[config.mk]
export PLATFORM = sky130hd
export DESIGN_NAME = four_digit_seven_segment_counter_display
export DESIGN_NICKNAME = d
export VERILOG_FILES = /design/src/ssd_pkg.sv /design/src/ssd_front.sv /design/src/ssd_queue.sv /design/src/ssd_back.sv /design/src/four_digit_seven_segment_counter_display.sv
export SDC_FILE = /design/constraint.sdc
export NUM_CORES = 1
export LEC_CHECK = 0
export BUFFER_PORTS_ARGS = -buffer_cell sky130_fd_sc_hd__buf_2
export CAP_MARGIN = 10
export CORE_MARGIN = 10
export CORE_UTILIZATION = 40
export CTS_CLUSTER_SIZE = 12
export DETAILED_ROUTE_END_ITERATION = 8
export MAX_ROUTING_LAYER = met4
export PLACE_DENSITY_LB_ADDON = 0.25
export REMOVE_ABC_BUFFERS = 1
export SYNTH_ARGS = -nofsm -noshare
export SYNTH_HDL_FRONTEND = slang
export SYNTH_SLANG_ARGS = --single-unit
[constraint.sdc]
create_clock -name clk -period 9.5 [get_ports clk]
set_input_delay 0.475 -clock clk [delete_from_list [all_inputs] [get_ports clk]]
set_output_delay 0.475 -clock clk [all_outputs]
set_load 0.02 [all_outputs]
[src/ssd_pkg.sv]
`default_nettype none
// ----------------------------------------------------------------------------
// ssd_pkg - shared types and constants of the seven-segment counter display
// Command codes, widths, the refresh job passed from front to back, the
// powers-of-ten table used for digit extraction and the segment encoder.
// ----------------------------------------------------------------------------
package ssd_pkg;

  // Display geometry
  localparam int DIGITS       = 4;
  localparam int VALUE_DIGITS = 4;   // decimal digits a stored value can span
  localparam int SCAN_DIGITS  = (DIGITS > VALUE_DIGITS) ? DIGITS : VALUE_DIGITS;
  localparam int POS_W        = $clog2(SCAN_DIGITS);

  // Field widths
  localparam int CMD_W    = 2;
  localparam int SAMPLE_W = 10;
  localparam int VAL_W    = 14;
  localparam int SEG_W    = 7;
  localparam int IDX_W    = 2;
  localparam int DIG_W    = 4;
  localparam int POW_W    = 28;      // holds nine times the largest power used

  localparam logic [VAL_W-1:0] COUNT_MAX = 14'd9999;
  localparam logic [POS_W:0]   DIGITS_P  = (POS_W+1)'(DIGITS);
  localparam logic [POS_W-1:0] TOP_POS   = POS_W'(SCAN_DIGITS - 1);

  // Refresh queue geometry
  localparam int QUEUE_DEPTH = 2;
  localparam int QPTR_W      = (QUEUE_DEPTH > 1) ? $clog2(QUEUE_DEPTH) : 1;
  localparam int QCNT_W      = $clog2(QUEUE_DEPTH + 1);

  typedef enum logic [CMD_W-1:0] {
    CMD_TICK    = 2'd0,
    CMD_SAMPLE  = 2'd1,
    CMD_BUTTON  = 2'd2,
    CMD_REFRESH = 2'd3
  } cmd_t;

  // Snapshot of one refresh: value to show and the mode it is shown in
  typedef struct packed {
    logic [VAL_W-1:0] value;
    logic             show_counter;
  } job_t;

  // Queue status seen by both sides
  typedef struct packed {
    logic full;
    logic empty;
  } q_stat_t;

  typedef logic [POW_W-1:0] pow_tab_t [SCAN_DIGITS];

  function automatic pow_tab_t make_pow10();
    pow_tab_t         t;
    logic [POW_W-1:0] p;
    p = POW_W'(1);
    for (int i = 0; i < SCAN_DIGITS; i++) begin
      t[i] = p;
      p    = POW_W'(p * 10);
    end
    return t;
  endfunction

  localparam pow_tab_t POW10 = make_pow10();

  // Segment pattern gfedcba for one decimal digit
  function automatic logic [SEG_W-1:0] seg_of(input logic [DIG_W-1:0] d);
    logic [SEG_W-1:0] s;
    unique case (d)
      4'd0:    s = 7'h3F;
      4'd1:    s = 7'h06;
      4'd2:    s = 7'h5B;
      4'd3:    s = 7'h4F;
      4'd4:    s = 7'h66;
      4'd5:    s = 7'h6D;
      4'd6:    s = 7'h7D;
      4'd7:    s = 7'h07;
      4'd8:    s = 7'h7F;
      4'd9:    s = 7'h6F;
      default: s = 7'h00;
    endcase
    return s;
  endfunction

endpackage
`default_nettype wire

[src/ssd_front.sv]
`default_nettype none
// ----------------------------------------------------------------------------
// ssd_front - command front end
// Accepts items, keeps the counter, the converter sample and the display
// mode, and queues a snapshot of the shown value for every refresh.
// ----------------------------------------------------------------------------
module ssd_front (
  input  wire logic                   clk,
  input  wire logic                   rst_n,
  input  wire logic                   in_valid,
  output logic                        in_stall,
  input  wire logic [1:0]             in_command,
  input  wire logic [9:0]             in_adc_sample,
  input  wire logic                   in_button_level,
  input  wire ssd_pkg::q_stat_t       q_stat,
  output logic                        q_push,
  output ssd_pkg::job_t               q_job
);
  import ssd_pkg::*;

  logic [VAL_W-1:0]    count_r, count_nxt;
  logic [SAMPLE_W-1:0] sample_r, sample_nxt;
  logic                show_counter_r, show_counter_nxt;
  logic                last_button_r, last_button_nxt;
  logic                accept;
  cmd_t                cmd;

  // Hold input while the refresh queue is full
  assign in_stall = q_stat.full;
  assign accept   = in_valid && !in_stall;
  assign cmd      = cmd_t'(in_command);

  // Decode the command and update state
  always_comb begin
    count_nxt        = count_r;
    sample_nxt       = sample_r;
    show_counter_nxt = show_counter_r;
    last_button_nxt  = last_button_r;
    q_push           = 1'b0;
    if (accept) begin
      unique case (cmd)
        CMD_TICK: begin
          count_nxt = (count_r >= COUNT_MAX) ? '0 : count_r + VAL_W'(1);
        end
        CMD_SAMPLE: begin
          sample_nxt = in_adc_sample;
        end
        CMD_BUTTON: begin
          if (last_button_r && !in_button_level) begin
            show_counter_nxt = !show_counter_r;
          end
          last_button_nxt = in_button_level;
        end
        CMD_REFRESH: begin
          q_push = 1'b1;
        end
        default: begin
        end
      endcase
    end
  end

  // Snapshot of the value currently on show
  assign q_job.value        = show_counter_r ? count_r : VAL_W'(sample_r);
  assign q_job.show_counter = show_counter_r;

  always_ff @(posedge clk) begin
    if (!rst_n) begin
      count_r        <= '0;
      sample_r       <= '0;
      show_counter_r <= 1'b1;
      last_button_r  <= 1'b1;
    end else begin
      count_r        <= count_nxt;
      sample_r       <= sample_nxt;
      show_counter_r <= show_counter_nxt;
      last_button_r  <= last_button_nxt;
    end
  end

  // Counter never leaves its decimal range
  a_count_range: assert property (@(posedge clk) disable iff (!rst_n)
    count_r <= COUNT_MAX)
    else $error("counter beyond its wrap point");

endmodule
`default_nettype wire

[src/ssd_queue.sv]
`default_nettype none
// ----------------------------------------------------------------------------
// ssd_queue - refresh job queue
// Short first-in first-out buffer that decouples command decoding from digit
// emission.
// ----------------------------------------------------------------------------
module ssd_queue (
  input  wire logic             clk,
  input  wire logic             rst_n,
  input  wire logic             push,
  input  wire ssd_pkg::job_t    push_job,
  input  wire logic             pop,
  output ssd_pkg::job_t         pop_job,
  output ssd_pkg::q_stat_t      stat
);
  import ssd_pkg::*;

  job_t              slot_r [QUEUE_DEPTH];
  logic [QPTR_W-1:0] wr_ptr_r, rd_ptr_r;
  logic [QCNT_W-1:0] cnt_r;

  function automatic logic [QPTR_W-1:0] bump(input logic [QPTR_W-1:0] p);
    return (p == QPTR_W'(QUEUE_DEPTH - 1)) ? '0 : p + QPTR_W'(1);
  endfunction

  assign stat.full  = (cnt_r == QCNT_W'(QUEUE_DEPTH));
  assign stat.empty = (cnt_r == '0);
  assign pop_job    = slot_r[rd_ptr_r];

  // Write the pushed job
  always_ff @(posedge clk) begin
    if (push) begin
      slot_r[wr_ptr_r] <= push_job;
    end
  end

  // Advance pointers and the fill count
  always_ff @(posedge clk) begin
    if (!rst_n) begin
      wr_ptr_r <= '0;
      rd_ptr_r <= '0;
      cnt_r    <= '0;
    end else begin
      if (push) begin
        wr_ptr_r <= bump(wr_ptr_r);
      end
      if (pop) begin
        rd_ptr_r <= bump(rd_ptr_r);
      end
      priority if (push && !pop) begin
        cnt_r <= cnt_r + QCNT_W'(1);
      end else if (pop && !push) begin
        cnt_r <= cnt_r - QCNT_W'(1);
      end else begin
        cnt_r <= cnt_r;
      end
    end
  end

  a_no_overflow: assert property (@(posedge clk) disable iff (!rst_n)
    push |-> !stat.full)
    else $error("push into a full queue");

  a_no_underflow: assert property (@(posedge clk) disable iff (!rst_n)
    pop |-> !stat.empty)
    else $error("pop from an empty queue");

endmodule
`default_nettype wire

[src/ssd_back.sv]
`default_nettype none
// ----------------------------------------------------------------------------
// ssd_back - digit emitter
// Takes queued refresh jobs, extracts one decimal digit per cycle unless the
// output stalls, from the most significant position down, blanks leading
// zeros in counter mode and presents each lit digit in an output register.
// ----------------------------------------------------------------------------
module ssd_back (
  input  wire logic             clk,
  input  wire logic             rst_n,
  input  wire ssd_pkg::job_t    q_job,
  input  wire ssd_pkg::q_stat_t q_stat,
  output logic                  q_pop,
  output logic                  out_valid,
  input  wire logic             out_stall,
  output logic [1:0]            out_digit_index,
  output logic [6:0]            out_segments,
  output logic                  out_last_digit
);
  import ssd_pkg::*;

  logic             busy_r, busy_nxt;
  logic [VAL_W-1:0] rem_r, rem_nxt;
  logic [POS_W-1:0] pos_r, pos_nxt;
  logic             lit_r, lit_nxt;
  logic             out_valid_r, out_valid_nxt;
  logic [IDX_W-1:0] out_idx_r;
  logic [SEG_W-1:0] out_seg_r;
  logic             out_last_r;

  logic             advance;
  logic             at_units;
  logic             emit;
  logic             lit_now;
  logic [POW_W-1:0] pw;
  logic [POW_W-1:0] rem_ext;
  logic [POW_W-1:0] sub;
  logic [DIG_W-1:0] digit;

  // Step when working and the output register is free or being taken
  assign advance  = busy_r && (!out_valid_r || !out_stall);
  assign at_units = (pos_r == '0);
  assign q_pop    = !q_stat.empty && (!busy_r || (advance && at_units));

  // Extract the digit at the current position by threshold compare
  always_comb begin
    pw      = POW10[pos_r];
    rem_ext = POW_W'(rem_r);
    digit   = '0;
    sub     = '0;
    for (int c = 1; c < 10; c++) begin
      if (rem_ext >= POW_W'(POW_W'(c) * pw)) begin
        digit = DIG_W'(c);
        sub   = POW_W'(POW_W'(c) * pw);
      end
    end
  end

  // Decide whether the digit is shown
  assign lit_now = lit_r || (digit != '0) || at_units;
  assign emit    = advance && ({1'b0, pos_r} < DIGITS_P) && lit_now;

  // Sequence through positions and load the next job
  always_comb begin
    busy_nxt = busy_r;
    rem_nxt  = rem_r;
    pos_nxt  = pos_r;
    lit_nxt  = lit_r;
    if (advance) begin
      rem_nxt = VAL_W'(rem_ext - sub);
      pos_nxt = pos_r - POS_W'(1);
      if ({1'b0, pos_r} < DIGITS_P) begin
        lit_nxt = lit_now;
      end
      if (at_units) begin
        busy_nxt = 1'b0;
      end
    end
    if (q_pop) begin
      busy_nxt = 1'b1;
      rem_nxt  = q_job.value;
      pos_nxt  = TOP_POS;
      lit_nxt  = !q_job.show_counter;
    end
  end

  // Hold a stalled result, drop a taken one
  assign out_valid_nxt = advance ? emit : (out_valid_r && out_stall);

  always_ff @(posedge clk) begin
    if (!rst_n) begin
      busy_r      <= 1'b0;
      out_valid_r <= 1'b0;
    end else begin
      busy_r      <= busy_nxt;
      out_valid_r <= out_valid_nxt;
    end
  end

  always_ff @(posedge clk) begin
    rem_r <= rem_nxt;
    pos_r <= pos_nxt;
    lit_r <= lit_nxt;
    if (emit) begin
      out_idx_r  <= pos_r[IDX_W-1:0];
      out_seg_r  <= seg_of(digit);
      out_last_r <= at_units;
    end
  end

  assign out_valid       = out_valid_r;
  assign out_digit_index = out_idx_r;
  assign out_segments    = out_seg_r;
  assign out_last_digit  = out_last_r;

  a_last_is_units: assert property (@(posedge clk) disable iff (!rst_n)
    out_valid_r && out_last_r |-> out_idx_r == '0)
    else $error("last digit mark away from the units position");

  a_units_ends_job: assert property (@(posedge clk) disable iff (!rst_n)
    advance && at_units && !q_pop |=> !busy_r)
    else $error("job still active after its units digit");

endmodule
`default_nettype wire

[src/four_digit_seven_segment_counter_display.sv]
`default_nettype none
// ----------------------------------------------------------------------------
// four_digit_seven_segment_counter_display - counter and sample display driver
// Decimal counter, converter sample and display mode with a seven-segment
// digit emitter behind a short refresh queue.
// ----------------------------------------------------------------------------
// Tick, sample and button items are taken one per cycle while input is not
// stalled and act at once. A refresh item is queued and then steps the digit
// emitter through every position of the four-digit display, whether or not
// a position is blanked; each lit digit leaves through an output register,
// thousands first, the units digit marked last. The emitter's one-digit-per-
// cycle extraction, held while the output stalls, sets the refresh rate;
// input is stalled only while the two-entry refresh queue is full.
// ----------------------------------------------------------------------------
module four_digit_seven_segment_counter_display (
  input  wire logic       clk,
  input  wire logic       rst_n,
  input  wire logic       in_valid,
  output logic            in_stall,
  input  wire logic [1:0] in_command,
  input  wire logic [9:0] in_adc_sample,
  input  wire logic       in_button_level,
  output logic            out_valid,
  input  wire logic       out_stall,
  output logic [1:0]      out_digit_index,
  output logic [6:0]      out_segments,
  output logic            out_last_digit
);
  import ssd_pkg::*;

  logic    q_push;
  logic    q_pop;
  job_t    push_job;
  job_t    pop_job;
  q_stat_t q_stat;

  // Decode commands and keep the display state
  ssd_front u_front (
    .clk             (clk),
    .rst_n           (rst_n),
    .in_valid        (in_valid),
    .in_stall        (in_stall),
    .in_command      (in_command),
    .in_adc_sample   (in_adc_sample),
    .in_button_level (in_button_level),
    .q_stat          (q_stat),
    .q_push          (q_push),
    .q_job           (push_job)
  );

  // Buffer refresh jobs
  ssd_queue u_queue (
    .clk      (clk),
    .rst_n    (rst_n),
    .push     (q_push),
    .push_job (push_job),
    .pop      (q_pop),
    .pop_job  (pop_job),
    .stat     (q_stat)
  );

  // Emit digit patterns
  ssd_back u_back (
    .clk             (clk),
    .rst_n           (rst_n),
    .q_job           (pop_job),
    .q_stat          (q_stat),
    .q_pop           (q_pop),
    .out_valid       (out_valid),
    .out_stall       (out_stall),
    .out_digit_index (out_digit_index),
    .out_segments    (out_segments),
    .out_last_digit  (out_last_digit)
  );

endmodule
`default_nettype wire
==> results of run 1 <==
==> cells in the final DEF (no fill, tap or decap), types with 12 or more instances in the layout <==
master    synthesis  final
nor2b_1          22     22
inv_1            26     26
nor2_1           52     52
o211ai_1         12     12
buf_2             3     28
a211oi_1         12     12
or3_1            16     16
and2_1           13     13
ha_1             87     87
mux2i_1          23     23
xnor2_1          16     16
nand2_1          60     60
o21ai_0          32     32
xor2_1           14     14
dfxtp_1          35     35
edfxtp_1         55     55
a21oi_1          55     55
nor3_1           12     12
nand3_1          17     17
==> kinds of logic after synthesis <==
family | count (synthesis)
AO/OA/AOI/OAI | 210
XOR/XNOR | 31
adder cells (fa/ha/maj) | 89
buffers and inverters | 55
flip-flops | 90
multiplexers | 37
AND/OR/NAND/NOR | 245
==> cells in the mapped netlist (17+ instances only) <==
library cell / n
inv_1: 26
nand3_1: 17
nor2_1: 52
a21oi_1: 55
nand2_1: 60
ha_1: 87
mux2i_1: 23
nor2b_1: 22
clkbuf_1: 21
dfxtp_1: 35
edfxtp_1: 55
o21ai_0: 32
==> worst paths after layout <==
check / startpoint / cells past startpoint / slack [ps] / end
max reg2reg: u_back.pos_r[1]$_SDFFE_PP1P_ / 22 / 2390 / u_back.rem_r[12]$_DFFE_PP_
max: u_back.pos_r[1]$_SDFFE_PP1P_ / 22 / 2390 / u_back.rem_r[12]$_DFFE_PP_
min reg2reg: u_front.last_button_r$_SDFFE_PN1P_ / 2 / 470 / u_front.last_button_r$_SDFFE_PN1P_
min: out_stall / 3 / 370 / u_back.out_valid$_SDFF_PN0_
==> registers in the layout, summed over array words and instances, names as in the netlist, named ones only <==
signal and flops:
u_back.busy_r 1, u_back.lit_r 1, u_back.out_digit_index 2, u_back.out_last_digit 1, u_back.out_segments 7, u_back.out_valid 1, u_back.pos_r 2, u_back.rem_r 14
u_front.count_r 14, u_front.last_button_r 1, u_front.sample_r 10, u_front.show_counter_r 1, u_queue.cnt_r 2, u_queue.rd_ptr_r 1, u_queue.slot_r 30, u_queue.wr_ptr_r 1
==> per-stage QoR <==
| step | utilization [%] | area [µm²] | cells | hold WS (ps) |
|---|---|---|---|---|
| detailed placement | 42.9 | 7450 | 987 | 456 |
| finish | 44.5 | 7730 | 1003 | 368 |
| global placement | 42.9 | 7450 | 987 | 447 |
| global route | 44.5 | 7730 | 1003 | 394 |
| floorplan | - | 6990 | 729 | 430 |
| CTS | 44.5 | 7730 | 1003 | 363 |
==> layout make-up <==
type | instances | area share [%]
clock buffer | 10 | 2.96
clock inverter | 6 | 0.631
inverter | 27 | 1.31
multi-input combinational | 612 | 58.7
sequential | 90 | 30.4
tap | 225 | 3.64
timing repair buffer | 33 | 2.30
==> metal layers <==
metal	track usage (%)	share of wire, %	up-vias
li1	-	-	2889
met1	21.0	46	2762
met2	26.8	46	211
met3	3.20	5.7	41
met4	5.94	2.3	0
met5	-	0	-
==> worst min-delay path: cells and delay by family <==
family / cells / cell delay, ps
AOI/OAI and AO/OA: 1 / 60
buffers and inverters: 1 / 80
and+or+nand+nor: 1 / 50
==> results.json, run 1 <==
{
  "outcome": "finished clean",
  "routabilityCongestion": 0.965,
  "critPathKind": "reg2reg",
  "drt_iter0_drc": 387,
  "portBuffers": 28,
  "root_buffer": "clkbuf_16",
  "crit_buf_inv": 2,
  "htreeDepth": 3,
  "io-pin-count": 29,
  "n_fill_cell": 1687,
  "synthMuxAreaShare_pct": 5.45,
  "synth_xor_area_share_pct": 4.01,
  "crit_path_top_delay_cell": "a41oi_1",
  "tightest_slew_ps": 1150,
  "yosysTopAreaCell": "edfxtp_1",
  "layout-drive-gt1-share_pct": 11.1,
  "dpl_worst_slack_ps": 2580,
  "die_y_um": 153,
  "slowest_delay_ps": 920,
  "fin_crit_ps": 7110,
  "ctsResizeCount": 0,
  "postSynthAreaPerCell_um2": 9.41,
  "drc": 0,
  "hpwlAfterDp_um": 14800,
  "finalCritPeriodShare_pct": 74.8,
  "cp.arrival_ps": 7200,
  "antenna_found_initial": 0,
  "finalSetupViolCount": 0,
  "dr.pass1.iters": 6,
  "start_util_pct": 41.0,
  "grt_setup_unrepaired": "false",
  "overflow": 0,
  "grt_max_degree": 22,
  "syn-cell-area_um2": 7120,
  "worst_setup_path_end_kind": "flip-flop",
  "synthSimpleGateAreaFrac_pct": 18.0,
  "synth.distinct_cells": 84,
  "synth_compound_area_share_pct": 20.4,
  "synth_top_family_by_area": "compound AO/OA/AOI/OAI gates",
  "dr_total_vias": 5903,
  "cp_max_fo": 16,
  "crit_family": "compound AO/OA/AOI/OAI gates",
  "ys_ff_latch": 90,
  "cts_hold_buf": 0,
  "async_reset_ff_share_pct": 0,
  "multi_input_area_um2": 4540,
  "cts_buffers": 9,
  "synth_fa_ha_area_share_pct": 15.8,
  "timing.slew.headroom_pct": 22.3,
  "antenna_left": 0,
  "nNetsFinal": 879,
  "die-area_um2": 23500,
  "via_per_inst": 5.89,
  "wirelength_um": 19400,
  "clockBufferDepth": 2,
  "synth_ff_type": "edfxtp_1",
  "setup_slack_ps": 2390,
  "ys.warnings.count": 0,
  "synth_top_area_share_pct": 23.2,
  "diodes": 0,
  "area_delta_synth_final_pct": 8.50,
  "tns_ps": 0,
  "hold_violations": 0,
  "cts_sinks": 90,
  "drv_slew": 0,
  "grt_pass1_vias": 5946,
  "core-area_um2": 17400,
  "die_w_um": 153,
  "cpMostUsedCell": "ha_1",
  "syn_inst": 757,
  "cts_setup_buffers": 0,
  "skew_ps": 7.73,
  "grtUsageTotal_pct": 16.8,
  "setup.worst_path.start_class": "flip-flop",
  "regArea_um2": 2350,
  "cts_tree": "done",
  "worstSkewPairLatency_ps": 350,
  "clk_pin_slew_ps": 70,
  "yosysSeqAreaShare_pct": 33.0,
  "synthTopCellsByArea": "edfxtp_1 23%, ha_1 15%, dfxtp_1 9.8%, a21oi_1 3.9%, mux2i_1 3.2%",
  "synth_edf_count": 55,
  "fmax_mhz": 141,
  "crit_chain": "inv_1, ha_1, ha_1, inv_1, ha_1, a31oi_1, or3_1, a41oi_1, nor2_1, o21ai_1, o21bai_1, a21boi_0, ha_1, fa_1, nor2b_1, o21a_1, o21ai_0, a21oi_1, a41oi_1, a21oi_1, xnor2_1, o21ai_0",
  "fp-row-count": 48,
  "hold_class": "in2reg",
  "grt_pass1_wl_um": 31700,
  "maxCapViolations": 0,
  "cp.required_ps": 9600,
  "post_drt_wl_per_cell_um": 19.4
}
Power of run 1 is not shown: default switching activity piles up to over one toggle a cycle in this logic, so the estimate is an artifact.
==> run 2, diff against run 1 <==
--- a/config.mk
+++ b/config.mk
@@ -5,6 +5,7 @@
 export SDC_FILE = /design/constraint.sdc
 export NUM_CORES = 1
 export LEC_CHECK = 0
+export ABC_AREA = 1
 export BUFFER_PORTS_ARGS = -buffer_cell sky130_fd_sc_hd__buf_2
 export CAP_MARGIN = 10
 export CORE_MARGIN = 10
==> constraint.sdc (replaced) <==
create_clock -name clk -period 7.3 [get_ports clk]
set_input_delay 0.365 -clock clk [delete_from_list [all_inputs] [get_ports clk]]
set_output_delay 0.365 -clock clk [all_outputs]
set_load 0.02 [all_outputs]
==> run 2 against run 1 <==
Effect of this change: setup slack got worse by 1400 ps; first-iteration DRC count is 28% higher; register-to-register slack lost 1400 ps; non-clock buffer count unchanged; sequential cell count is the same; highest routed layer unchanged.
==> results.json, run 2 <==
{
  "cp.arrival_ps": 6410,
  "tightest_slew_ps": 688,
  "post-synth-top-count-cell": "nand2_1",
  "area_delta_synth_final_pct": 9.66,
  "post_drt_wl_per_cell_um": 15.9,
  "cts_buffers": 9,
  "largest_reg_flops": 30,
  "final_common_cell": "nand2_1",
  "final_cell_mix": "288 x nand2_1, 112 x inv_1, 94 x nor2_1",
  "die_y_um": 156,
  "syn-cell-area_um2": 7370,
  "fp-row-count": 49,
  "ff2ff_setup_slack_ps": 960,
  "finalCritPeriodShare_pct": 86.9,
  "syn_inst": 1022,
  "critPathKind": "reg2reg",
  "io-pin-count": 29,
  "synth.distinct_cells": 49,
  "multi_input_area_um2": 4470,
  "routabilityCongestion": 0.975,
  "antenna_found_initial": 0,
  "layout-drive-gt1-share_pct": 8.53,
  "hold_class": "in2reg",
  "htreeDepth": 3,
  "core-area_um2": 18000,
  "dr_total_vias": 6717,
  "reg2reg_depth": 29,
  "antenna_left": 0,
  "cts_hold_buf": 0,
  "finalSetupViolCount": 0,
  "worstReg2RegEnd": "u_back.rem_r[11]$_DFFE_PP_",
  "reg.largest.list": "u_queue.slot_r (30), u_back.rem_r (14), u_front.count_r (14)",
  "crit_path_top_delay_cell": "ha_1",
  "wirelength_um": 20400,
  "timing.rr.start": "u_back.pos_r[1]$_SDFFE_PP1P_",
  "hp-start": "in_adc_sample[0]",
  "synth_ff_type": "edfxtp_1",
  "die_w_um": 156,
  "top_register": "u_queue.slot_r",
  "hold_violations": 0,
  "maxCapViolations": 0,
  "nNetsFinal": 1156,
  "cts_sinks": 90,
  "setup.worst_path.start_class": "flip-flop",
  "diodes": 0,
  "ys_ff_latch": 90,
  "grt_pass1_wl_um": 32800,
  "yosysTopAreaCell": "edfxtp_1",
  "portBuffers": 28,
  "die-area_um2": 24200,
  "hold_depth": 3,
  "cts_setup_buffers": 0,
  "clk_pin_slew_ps": 70,
  "postSynthAreaPerCell_um2": 7.21,
  "start_util_pct": 40.9,
  "synthTopCellsByArea": "edfxtp_1 22%, ha_1 15%, nand2_1 15%, dfxtp_1 9.5%, inv_1 5.7%",
  "skew_ps": 10.7,
  "ys_top_cells_by_count": "288 x nand2_1, 112 x inv_1, 94 x nor2_1, 87 x ha_1, 81 x a21oi_1",
  "ctsResizeCount": 0,
  "dr.pass1.iters": 5,
  "synth_edf_count": 55,
  "slowest_delay_ps": 680,
  "yosysSeqAreaShare_pct": 31.9,
  "outcome": "finished clean",
  "tns_ps": 0,
  "min_to": "u_front.sample_r[0]$_SDFFE_PN0P_",
  "hpwlAfterDp_um": 15900,
  "fmax_mhz": 158,
  "async_reset_ff_share_pct": 0,
  "grt_pass1_vias": 6362,
  "worst_hold_slack_ps": 240,
  "drt_iter0_drc": 494,
  "drv_slew": 0,
  "cp_max_fo": 16,
  "grtUsageTotal_pct": 17.2,
  "worst_setup_path_end_kind": "flip-flop",
  "clockBufferDepth": 2,
  "synth_top_area_share_pct": 22.4,
  "root_buffer": "clkbuf_16",
  "n_fill_cell": 1865,
  "ys.warnings.count": 0,
  "drc": 0,
  "via_per_inst": 5.23,
  "regArea_um2": 2350,
  "worstSkewPairLatency_ps": 340,
  "grt_max_degree": 27,
  "grt_setup_unrepaired": "false",
  "cts_tree": "done",
  "fin_crit_ps": 6340,
  "cp.required_ps": 7370,
  "timing.slew.headroom_pct": 54.1,
  "overflow": 0
}
==> run 2: worst max-delay path by stage <==
stage                                  from                          to  slack (ps)  depth (start not counted)
6_report       u_back.pos_r[1]$_SDFFE_PP1P_  u_back.rem_r[11]$_DFFE_PP_         960                         29
5_1_grt        u_back.pos_r[1]$_SDFFE_PP1P_  u_back.rem_r[11]$_DFFE_PP_         380                         29
4_1_cts        u_back.pos_r[1]$_SDFFE_PP1P_  u_back.rem_r[11]$_DFFE_PP_        1070                         29
3_5_place_dp   u_back.pos_r[1]$_SDFFE_PP1P_  u_back.rem_r[11]$_DFFE_PP_        1100                         29
3_3_place_gp   u_back.pos_r[1]$_SDFFE_PP1P_  u_back.rem_r[10]$_DFFE_PP_        1190                         33
2_1_floorplan  u_back.pos_r[1]$_SDFFE_PP1P_  u_back.rem_r[10]$_DFFE_PP_        2330                         33
==> run 2: metal layers <==
layer  global-route usage (%)  wire (µm)  vias to the layer above
met5                        -          0                        -
met4                     4.99        357                        0
met3                     2.81        967                       26
met2                     27.9       9570                      177
met1                     21.6       9480                     3033
li1                         -          -                     3481
==> run 2: layout make-up <==
cell class / count / area share, %
clock buffers: 12 / 3.58
clock inverters: 4 / 0.449
inverters: 124 / 5.76
multi-input cells: 792 / 55.4
flip-flops and latches: 90 / 29.1
well taps: 229 / 3.55
repair buffers: 33 / 2.20
==> run 2: logic make-up (layout without fill, tap and decap cells) <==
| group | Yosys count | after routing | share of synthesized area [%] |
|---|---|---|---|
| AND/OR/NAND/NOR | 507 | 507 | 30.1 |
| buffers and inverters | 140 | 173 | 7.37 |
| flip-flops | 90 | 90 | 31.9 |
| XOR/XNOR | 14 | 14 | 1.66 |
| AO/OA/AOI/OAI | 182 | 182 | 13.6 |
| adder cells (fa/ha/maj) | 89 | 89 | 15.3 |
==> run 2: worst max-delay path: cells and delay by family, from the launching register on <==
kind | cells | cell delay, ps
buffers and inverters | 5 | 1280
DFF | 1 | 450
and+or+nand+nor | 12 | 1630
AOI/OAI and AO/OA | 9 | 1370
adders and majority gates | 3 | 1320
==> run 2: through the flow <==
stage / util [%] / instances / instance area [µm²] / worst slack, ps
2_1_floorplan: - / 1006 / 7290 / 2330
3_3_place_gp: 43.0 / 1268 / 7750 / 1190
3_5_place_dp: 43.0 / 1268 / 7750 / 1100
4_1_cts: 44.8 / 1284 / 8080 / 1070
5_1_grt: 44.8 / 1284 / 8080 / 377
6_report: 44.8 / 1284 / 8080 / 960
Power of run 2 is left out for the same reason.
==> run 3, diff against run 2 <==
--- a/config.mk
+++ b/config.mk
@@ -13,7 +13,7 @@
 export CTS_CLUSTER_SIZE = 12
 export DETAILED_ROUTE_END_ITERATION = 8
 export MAX_ROUTING_LAYER = met4
-export PLACE_DENSITY_LB_ADDON = 0.25
+export PLACE_DENSITY_LB_ADDON = 0.05
 export REMOVE_ABC_BUFFERS = 1
 export SYNTH_ARGS = -nofsm -noshare
 export SYNTH_HDL_FRONTEND = slang
==> constraint.sdc (replaced) <==
create_clock -name clk -period 7.6 [get_ports clk]
set_input_delay 0.38 -clock clk [delete_from_list [all_inputs] [get_ports clk]]
set_output_delay 0.38 -clock clk [all_outputs]
set_load 0.02 [all_outputs]
==> run 3 against run 2 <==
Effect of this change: die area is the same; cell count grew 0.16%; fmax grew 0.76%; global-route usage grew 1.8 points; critical path depth grew 1; first-iteration DRC count shrank 26%; sequential share of layout area is essentially flat; utilization shrank 0.076 points; sequential cell count is the same; clock-buffer cell count shrank 2.
==> results.json, run 3 (synthesized netlist as in run 2, its figures left out) <==
{
  "outcome": "finished clean",
  "grt_pass1_wl_um": 35600,
  "portBuffers": 28,
  "start_util_pct": 40.9,
  "cp_max_fo": 16,
  "root_buffer": "clkbuf_16",
  "cp.arrival_ps": 6360,
  "timing.slew.headroom_pct": 54.2,
  "maxCapViolations": 0,
  "fin_util_pct": 44.7,
  "area_delta_synth_final_pct": 9.48,
  "fp-row-count": 49,
  "cts_setup_buffers": 0,
  "finalSetupViolCount": 0,
  "cts_sinks": 90,
  "htreeDepth": 3,
  "die_y_um": 156,
  "clk_pin_slew_ps": 70,
  "nNetsFinal": 1158,
  "final_common_cell": "nand2_1",
  "overflow": 0,
  "io-pin-count": 29,
  "routabilityCongestion": 1.01,
  "core-area_um2": 18000,
  "finalCritPeriodShare_pct": 82.8,
  "wirelength_um": 22200,
  "tns_ps": 0,
  "cts_hold_buf": 0,
  "crit_path_top_delay_cell": "ha_1",
  "dr_total_vias": 6688,
  "drc": 0,
  "drt_iter0_drc": 364,
  "cts_buffers": 9,
  "grt_max_degree": 27,
  "die-area_um2": 24200,
  "ctsResizeCount": 0,
  "antenna_found_initial": 0,
  "drv_slew": 0,
  "worst_setup_path_end_kind": "flip-flop",
  "die_w_um": 156,
  "setup.worst_path.start_class": "flip-flop",
  "hold_violations": 0,
  "layout-drive-gt1-share_pct": 8.70,
  "worstSkewPairLatency_ps": 350,
  "hold_class": "in2reg",
  "tightest_slew_ps": 685,
  "fin_crit_ps": 6290,
  "via_per_inst": 5.20,
  "largest_reg_flops": 30,
  "critPathKind": "reg2reg",
  "top_register": "u_queue.slot_r",
  "dr.pass1.iters": 5,
  "cp.required_ps": 7670,
  "reg.largest.list": "u_queue.slot_r (30), u_back.rem_r (14), u_front.count_r (14)",
  "clockBufferDepth": 2,
  "skew_ps": 7.34,
  "grtUsageTotal_pct": 19.0,
  "post_drt_wl_per_cell_um": 17.3,
  "grt_setup_unrepaired": "false",
  "antenna_left": 0,
  "cts_tree": "done",
  "final_cell_mix": "288 x nand2_1, 112 x inv_1, 94 x nor2_1",
  "grt_pass1_vias": 6584,
  "fmax_mhz": 159,
  "slowest_delay_ps": 580,
  "hpwlAfterDp_um": 17500,
  "diodes": 0,
  "worst_hold_slack_ps": 250,
  "n_fill_cell": 1901
}
[run 3: worst paths after layout]
check                                 from  slack [ps]                                to  depth (start not counted)
max           u_back.pos_r[1]$_SDFFE_PP1P_        1310        u_back.rem_r[11]$_DFFE_PP_                         30
min                       in_adc_sample[5]         250  u_front.sample_r[5]$_SDFFE_PN0P_                          3
max reg2reg   u_back.pos_r[1]$_SDFFE_PP1P_        1310        u_back.rem_r[11]$_DFFE_PP_                         30
min reg2reg  u_queue.rd_ptr_r$_SDFFE_PN0P_         460     u_queue.rd_ptr_r$_SDFFE_PN0P_                          1
[run 3: area by class of cell]
| class | instances | area (µm²) | share of cell area, % |
|---|---|---|---|
| inverters | 124 | 465 | 5.77 |
| repair buffers | 35 | 193 | 2.39 |
| clock inverters | 6 | 57.6 | 0.714 |
| flip-flops and latches | 90 | 2350 | 29.2 |
| multi-input cells | 792 | 4470 | 55.4 |
| well taps | 229 | 287 | 3.55 |
| clock buffers | 10 | 239 | 2.96 |
[run 3: layer usage]
layer | GRT usage (%) | part of all wire (%)
met1 | 21.9 | 44
met2 | 33.1 | 50
met3 | 2.84 | 3.3
met4 | 6.06 | 2.6
met5 | - | 0
[run 3: critical path: cells and delay by family, from the launching register on]
kind / cells / cell delay [ps]
buffers and inverters: 6 / 1300
and+or+nand+nor: 12 / 1690
adders and majority gates: 3 / 1220
DFF: 1 / 440
AOI/OAI and AO/OA: 9 / 1360
[run 3: through the flow]
stage	cells	area, µm²	setup slack [ps]
after floorplan	1006	7290	2630
after global placement	1270	7770	1640
after detailed placement	1270	7770	1430
after CTS	1286	8070	1420
after global routing	1286	8070	814
final	1286	8070	1310
Power of run 3 is left out for the same reason.
